`src/hdl/assert_macros.svh`:
```
// assertion macros shared by the rtl files
`ifndef ASSERT_MACROS_SVH
`define ASSERT_MACROS_SVH

// same-cycle implication
`define ASSERT_IMPLY(label, ante, cons) \
    label: assert property (@(posedge clk) disable iff (!rst_n) (ante) |-> (cons)) \
        else $error("assertion failed");

// next-cycle implication
`define ASSERT_NEXT(label, ante, cons) \
    label: assert property (@(posedge clk) disable iff (!rst_n) (ante) |=> (cons)) \
        else $error("assertion failed");

`endif

```
`src/hdl/binco_pkg.sv`:
```
// constants and types shared by the binomial coefficient block
package binco_pkg;

    localparam int MAX_N   = 63;
    localparam int FIELD_W = 6;
    localparam int COEF_W  = 60;
    localparam int PROD_W  = COEF_W + FIELD_W;
    localparam int DIV_W   = 5;
    localparam int CNT_W   = $clog2(PROD_W);

    localparam logic [COEF_W-1:0] INT32_TOP = COEF_W'(64'd2147483647);

    typedef struct packed {
        logic              go;
        logic [PROD_W-1:0] dividend;
        logic [DIV_W-1:0]  divisor;
    } div_req_t;

    typedef struct packed {
        logic              done;
        logic [PROD_W-1:0] quotient;
    } div_rsp_t;

endpackage

```
`src/hdl/binomial_coefficient.sv`:
```
// top level of the binomial coefficient block
//
// usage: drive count_n and choose_r and pulse start while busy is low; the
// transfer happens at that clock edge. busy stays high until the result has
// been shown. the result appears on coefficient and exceeds_int32 for exactly
// one cycle, marked by done; the receiver cannot stall it and must take it then.
// coefficient is the exact C(n, r), zero when r exceeds n, one when r is zero
// or equal to n. exceeds_int32 is set when the value is above 2^31 - 1.
// operation: the trivial cases give done in the cycle after the transfer. otherwise
// r is reduced to k = min(r, n - r) and k steps run, each one multiply by
// (n - k + i) followed by an exact division by i on a bit-serial divider that
// resolves one of 66 quotient bits a cycle.
// one item is in flight at a time; the next transfer can start the cycle
// after done. reset clears the sequencer and the divider; no item is kept.
`include "assert_macros.svh"

module binomial_coefficient
(
    input  logic                                clk,
    input  logic                                rst_n,
    input  logic                                start,
    input  logic [binco_pkg::FIELD_W-1:0]       count_n,
    input  logic [binco_pkg::FIELD_W-1:0]       choose_r,
    output logic                                busy,
    output logic                                done,
    output logic [binco_pkg::COEF_W-1:0]        coefficient,
    output logic                                exceeds_int32
);

    typedef enum logic [3:0] {
        ST_IDLE = 4'b0001,
        ST_MUL  = 4'b0010,
        ST_DIV  = 4'b0100,
        ST_OUT  = 4'b1000
    } state_t;

    state_t                              state_reg, state_next;
    logic [binco_pkg::COEF_W-1:0]        acc_reg, acc_next;
    logic [binco_pkg::FIELD_W-1:0]       base_reg, base_next;
    logic [binco_pkg::DIV_W-1:0]         k_reg, k_next;
    logic [binco_pkg::DIV_W-1:0]         i_reg, i_next;
    logic [binco_pkg::FIELD_W-1:0]       n_minus_r;
    logic [binco_pkg::DIV_W-1:0]         k_min;
    logic [binco_pkg::FIELD_W-1:0]       factor;
    logic                                accept;
    binco_pkg::div_req_t                 div_req;
    binco_pkg::div_rsp_t                 div_rsp;

    assign accept    = start && !busy;
    assign n_minus_r = binco_pkg::FIELD_W'(count_n - choose_r);
    assign k_min     = (n_minus_r < choose_r) ? binco_pkg::DIV_W'(n_minus_r)
                                              : binco_pkg::DIV_W'(choose_r);
    assign factor    = binco_pkg::FIELD_W'(base_reg + {1'b0, i_reg});

    assign div_req.go       = (state_reg == ST_MUL);
    assign div_req.dividend = binco_pkg::PROD_W'(acc_reg) * binco_pkg::PROD_W'(factor);
    assign div_req.divisor  = i_reg;

    binco_div u_div
    (
        .clk   (clk),
        .rst_n (rst_n),
        .req   (div_req),
        .rsp   (div_rsp)
    );

    always_comb
    begin
        state_next = state_reg;
        acc_next   = acc_reg;
        base_next  = base_reg;
        k_next     = k_reg;
        i_next     = i_reg;
        unique case (state_reg)
            ST_IDLE:
            begin
                if (accept)
                begin
                    priority if ((32'(count_n) > binco_pkg::MAX_N) || (choose_r > count_n))
                    begin
                        acc_next   = '0;
                        state_next = ST_OUT;
                    end
                    else if ((choose_r == '0) || (choose_r == count_n))
                    begin
                        acc_next   = binco_pkg::COEF_W'(1);
                        state_next = ST_OUT;
                    end
                    else
                    begin
                        acc_next   = binco_pkg::COEF_W'(1);
                        k_next     = k_min;
                        base_next  = binco_pkg::FIELD_W'(count_n - {1'b0, k_min});
                        i_next     = binco_pkg::DIV_W'(1);
                        state_next = ST_MUL;
                    end
                end
            end
            ST_MUL:
            begin
                state_next = ST_DIV;
            end
            ST_DIV:
            begin
                if (div_rsp.done)
                begin
                    acc_next = div_rsp.quotient[binco_pkg::COEF_W-1:0];
                    if (i_reg == k_reg)
                    begin
                        state_next = ST_OUT;
                    end
                    else
                    begin
                        i_next     = binco_pkg::DIV_W'(i_reg + 1'b1);
                        state_next = ST_MUL;
                    end
                end
            end
            ST_OUT:
            begin
                state_next = ST_IDLE;
            end
            default:
            begin
                state_next = ST_IDLE;
            end
        endcase
    end

    always_ff @(posedge clk or negedge rst_n)
    begin
        if (!rst_n)
        begin
            state_reg <= ST_IDLE;
        end
        else
        begin
            state_reg <= state_next;
        end
    end

    always_ff @(posedge clk)
    begin
        acc_reg  <= acc_next;
        base_reg <= base_next;
        k_reg    <= k_next;
        i_reg    <= i_next;
    end

    assign busy          = (state_reg != ST_IDLE);
    assign done          = (state_reg == ST_OUT);
    assign coefficient   = acc_reg;
    assign exceeds_int32 = (acc_reg > binco_pkg::INT32_TOP);

    `ASSERT_NEXT(a_accept_busy, accept, busy)
    `ASSERT_NEXT(a_done_pulse, done, !done && !busy)
    `ASSERT_IMPLY(a_div_done_in_div, div_rsp.done, state_reg == ST_DIV)
    `ASSERT_IMPLY(a_step_bound, state_reg == ST_MUL, i_reg != '0 && i_reg <= k_reg)

endmodule

```
`src/hdl/binco_div.sv`:
```
// bit-serial restoring divider, one quotient bit per cycle
`include "assert_macros.svh"

module binco_div
(
    input  logic                clk,
    input  logic                rst_n,
    input  binco_pkg::div_req_t req,
    output binco_pkg::div_rsp_t rsp
);

    logic [binco_pkg::PROD_W-1:0] quo_reg, quo_next;
    logic [binco_pkg::DIV_W-1:0]  rem_reg, rem_next;
    logic [binco_pkg::DIV_W-1:0]  dsr_reg, dsr_next;
    logic [binco_pkg::CNT_W-1:0]  cnt_reg, cnt_next;
    logic                         run_reg, run_next;
    logic                         done_reg, done_next;
    logic [binco_pkg::DIV_W:0]    trial;
    logic                         fits;

    assign trial = {rem_reg, quo_reg[binco_pkg::PROD_W-1]};
    assign fits  = (trial >= {1'b0, dsr_reg});

    always_comb
    begin
        quo_next  = quo_reg;
        rem_next  = rem_reg;
        dsr_next  = dsr_reg;
        cnt_next  = cnt_reg;
        run_next  = run_reg;
        done_next = 1'b0;
        if (req.go)
        begin
            quo_next = req.dividend;
            rem_next = '0;
            dsr_next = req.divisor;
            cnt_next = '0;
            run_next = 1'b1;
        end
        else if (run_reg)
        begin
            quo_next = {quo_reg[binco_pkg::PROD_W-2:0], fits};
            rem_next = fits ? binco_pkg::DIV_W'(trial - {1'b0, dsr_reg})
                            : binco_pkg::DIV_W'(trial);
            cnt_next = binco_pkg::CNT_W'(cnt_reg + 1'b1);
            if (cnt_reg == binco_pkg::CNT_W'(binco_pkg::PROD_W - 1))
            begin
                run_next  = 1'b0;
                done_next = 1'b1;
            end
        end
    end

    always_ff @(posedge clk or negedge rst_n)
    begin
        if (!rst_n)
        begin
            run_reg  <= 1'b0;
            done_reg <= 1'b0;
            cnt_reg  <= '0;
        end
        else
        begin
            run_reg  <= run_next;
            done_reg <= done_next;
            cnt_reg  <= cnt_next;
        end
    end

    always_ff @(posedge clk)
    begin
        quo_reg <= quo_next;
        rem_reg <= rem_next;
        dsr_reg <= dsr_next;
    end

    assign rsp.done     = done_reg;
    assign rsp.quotient = quo_reg;

    `ASSERT_NEXT(a_go_runs, req.go, run_reg)
    `ASSERT_NEXT(a_done_single, done_reg, !done_reg)
    `ASSERT_IMPLY(a_done_after_run, done_reg, !run_reg && cnt_reg == '0 || !run_reg)

endmodule

```
`config.mk`:
```
export PLATFORM = sky130hd
export DESIGN_NAME = binomial_coefficient
export DESIGN_NICKNAME = d
export VERILOG_FILES = /design/src/hdl/binco_pkg.sv /design/src/hdl/binomial_coefficient.sv /design/src/hdl/binco_div.sv
export VERILOG_INCLUDE_DIRS = /design/src /design/src/hdl
export SDC_FILE = /design/constraint.sdc
export NUM_CORES = 1
export LEC_CHECK = 0
export ABC_AREA = 1
export BUFFER_PORTS_ARGS = -buffer_cell sky130_fd_sc_hd__buf_2
export CORE_MARGIN = 3
export CORE_UTILIZATION = 65
export DETAILED_ROUTE_END_ITERATION = 16
export GPL_TIMING_DRIVEN = 0
export PLACE_DENSITY = 0.83
export SLEW_MARGIN = 20
export SYNTH_ARGS = -nofsm -noshare
export SYNTH_HDL_FRONTEND = slang
export SYNTH_HIERARCHICAL = 1
export SYNTH_SLANG_ARGS = --single-unit
```
`constraint.sdc`:
```
create_clock -name clk -period 6.45 [get_ports clk]
set_clock_uncertainty 0.2 [all_clocks]
set_input_delay 0.645 -clock clk [delete_from_list [all_inputs] [get_ports clk]]
set_output_delay 0.645 -clock clk [all_outputs]
set_load 0.01 [all_outputs]
```
==> out/qor.yml <==
synthesis:
  synth_seq_cells: 165
  syn_nets: 3360
  ys_warn_count: 6
  synth_area_um2: 21000
  avgSynthCellArea_um2: 6.98
  ys_types: 40
  synth_cells: 3004
  ys_seq_area_share_pct: 23.1
setup_path:
  slowest_delay_ns: 0.56
  required_ns: 6.45
  cp.arrival_ns: 6.28
  reg2reg_depth: 26
  crit_top_cell: "nand2_1"
  r2r_slack_ns: 0.18
  critPathSlowestCell: "fa_1"
  worst_r2r_endpoint: "u_div/quo_reg[47]"
  endpoint_kind: "register"
  startpoint_type: "register"
  reg2reg_from: "i_reg[0]"
  crit_end: "u_div/quo_reg[47]"
  critPathMaxFanout: 10
  worstSetupPathType: "reg -> reg"
  crit_start: "i_reg[0]"
final_layout:
  drive_above_1_share_pct: 7.24
  largest_register_ff_count: 66
  final_common_cell: "nand2_1"
  nFillCells: 2624
  final_cells: 3523
  final_cell_mix: "nand2_1, inv_1, nor2_1"
  finalNetCount: 3464
  n_antenna_cell: 0
  layout-area-overhead-vs-synth_pct: 8.84
  design_area_um2: 22800
global_routing:
  grt_pass1_wl_mm: 97.0
  gr-total-overflow: 0
  first_global_vias: 18707
  antenna_found_initial: 0
  grt_max_degree: 37
  grt_usage_pct: 36.5
sta:
  grt_setup_unrepaired: "yes"
  hold_viol: 0
  finalCritPeriodShare_pct: 97.3
  min_period_ns: 6.27
  finalSetupViolations: 0
  maxSlewHeadroom_pct: 32.5
  tightest_slew_ns: 1.00
  slew_violations: 0
  fmax_ghz: 0.159
routing:
  detail-route-antenna-nets: 0
  drt-vias-per-instance: 5.38
  wl_per_cell_um: 17.5
  drt_wl_total_mm: 61.6
  vias: 18952
  drt_iter0_markers: 1686
  firstDrtPassIters: 5
  drc: 0
hold_path:
  hold_class: "reg -> reg"
clock_network:
  cts.clk_slew.worst_paths_ns: 0.08
  ctsLongestPathBuffers: 2
  numCtsBuffers: 17
  h-tree-depth: 4
  clock-sinks: 165
  cts_tree: "built"
  cts_root_buffer: "clkbuf_16"
  clock_latency_ns: 0.46
die:
  die_x_um: 186
  core_um2: 31600
  io_pins: 78
  rows: 65
  start_util_pct: 66.3
  die_area_um2: 34500
  die_height_um: 186
run:
  cap_viol_max_count: 0
placed_design:
  post_dp_cell_area_um2: 21900
  placed_cells: 3485
  io_buffer_count: 77
  gp_congestion: 1.01
  dp_hpwl_mm: 49.6
outcome:
  status: "finished, final reports clean"
==> how the worst min path moves through the flow <==
stage	startpoint	end	slack, ns	depth (start not counted)
final	u_div/rem_reg[4]	u_div/rem_reg[4]	0.26	2
after global routing	u_div/rem_reg[4]	u_div/rem_reg[4]	0.28	2
after CTS	u_div/rem_reg[4]	u_div/rem_reg[4]	0.26	2
after detailed placement	u_div/rem_reg[4]	u_div/rem_reg[4]	0.24	2
after global placement	u_div/rem_reg[4]	u_div/rem_reg[4]	0.24	2
after floorplan	rst_n	state_reg[1]	0.15	0
==> logic make-up (layout without fill, tap and decap cells) <==
family | Yosys count | after routing | share of synthesized area [%]
compound gates | 87 | 87 | 2.24
xor+xnor | 43 | 43 | 1.80
fa+ha+maj | 341 | 341 | 28.8
buf+inv | 803 | 920 | 14.6
flops | 165 | 165 | 23.1
simple gates | 1565 | 1565 | 29.4
==> critical path, delay by kind of cell (launching register included) <==
family,cells,cell delay (ns)
buffers and inverters,5,0.97
DFF,1,0.47
and+or+nand+nor,15,1.64
adders and majority gates,6,2.71
==> per-stage QoR <==
step / hold WS (ns) / setup TNS, ns / utilization, % / worst slack (ns)
after floorplan: 0.149 / 0 / - / 1.16
after global placement: 0.242 / -6.92 / 69.1 / -0.452
after detailed placement: 0.243 / -11.32 / 69.3 / -0.522
after CTS: 0.259 / 0 / 71.3 / 0.00323
after global routing: 0.283 / -1.47 / 72.1 / -0.140
final: 0.255 / 0 / 72.1 / 0.177
==> cell usage after synthesis <==
library cell / instances / area share (%)
or2_2: 6 / 0.18
or2_1: 1 / 0.030
a21oi_1: 58 / 1.4
buf_2: 21 / 0.50
nand3b_1: 1 / 0.036
a21oi_2: 1 / 0.042
dfxtp_1: 5 / 0.48
buf_4: 4 / 0.14
clkbuf_1: 25 / 0.45
inv_2: 3 / 0.054
nor3_2: 1 / 0.048
xor2_1: 40 / 1.7
buf_1: 8 / 0.14
o21bai_1: 7 / 0.25
inv_1: 740 / 13
fa_1: 237 / 23
o21ai_0: 14 / 0.33
nand3_4: 1 / 0.084
dfstp_2: 1 / 0.13
nor3_1: 19 / 0.45
xnor2_1: 3 / 0.13
dfrtp_1: 12 / 1.4
nand2_4: 1 / 0.054
nand4_1: 20 / 0.60
ha_1: 104 / 6.2
nor2_4: 2 / 0.11
o211ai_1: 2 / 0.072
nand3_1: 89 / 2.1
o22ai_1: 1 / 0.030
nand2_1: 1040 / 19
buf_6: 2 / 0.11
nor3_4: 1 / 0.078
o21ai_1: 1 / 0.024
a31oi_1: 2 / 0.060
o2111ai_1: 1 / 0.042
or2_4: 1 / 0.042
nor2_2: 2 / 0.060
nor2_1: 372 / 6.7
nor4_1: 8 / 0.24
edfxtp_1: 147 / 21
==> area by class of cell <==
cell class | count | area, µm² | area share, %
Clock buffer | 17 | 425 | 1.86
Buffer | 60 | 352 | 1.54
Inverter | 743 | 2790 | 12.2
Timing Repair Buffer | 85 | 473 | 2.07
Tap cell | 402 | 503 | 2.20
Sequential cell | 165 | 4840 | 21.2
Clock inverter | 15 | 199 | 0.872
Multi-Input combinational cell | 2036 | 13200 | 58.0
==> repair_timing <==
action                     in CTS  in global routing
pin swaps                       0                  1
gates resized for setup         8                 89
setup buffers                   0                  5
hold buffers                    1                  0
hold endpoints to repair       12                  0
setup endpoints to repair      46                 41
==> layer usage <==
metal / routed length (µm) / up-vias / GRT usage, %
met5: 0 / - / 0
met4: 2450 / 0 / 13.0
met3: 5430 / 161 / 6.53
met2: 28800 / 841 / 60.4
met1: 24900 / 8960 / 48.7
li1: - / 8990 / -
Power is not shown: default switching activity piles up to over one toggle a cycle in this logic, so the estimate is an artifact.
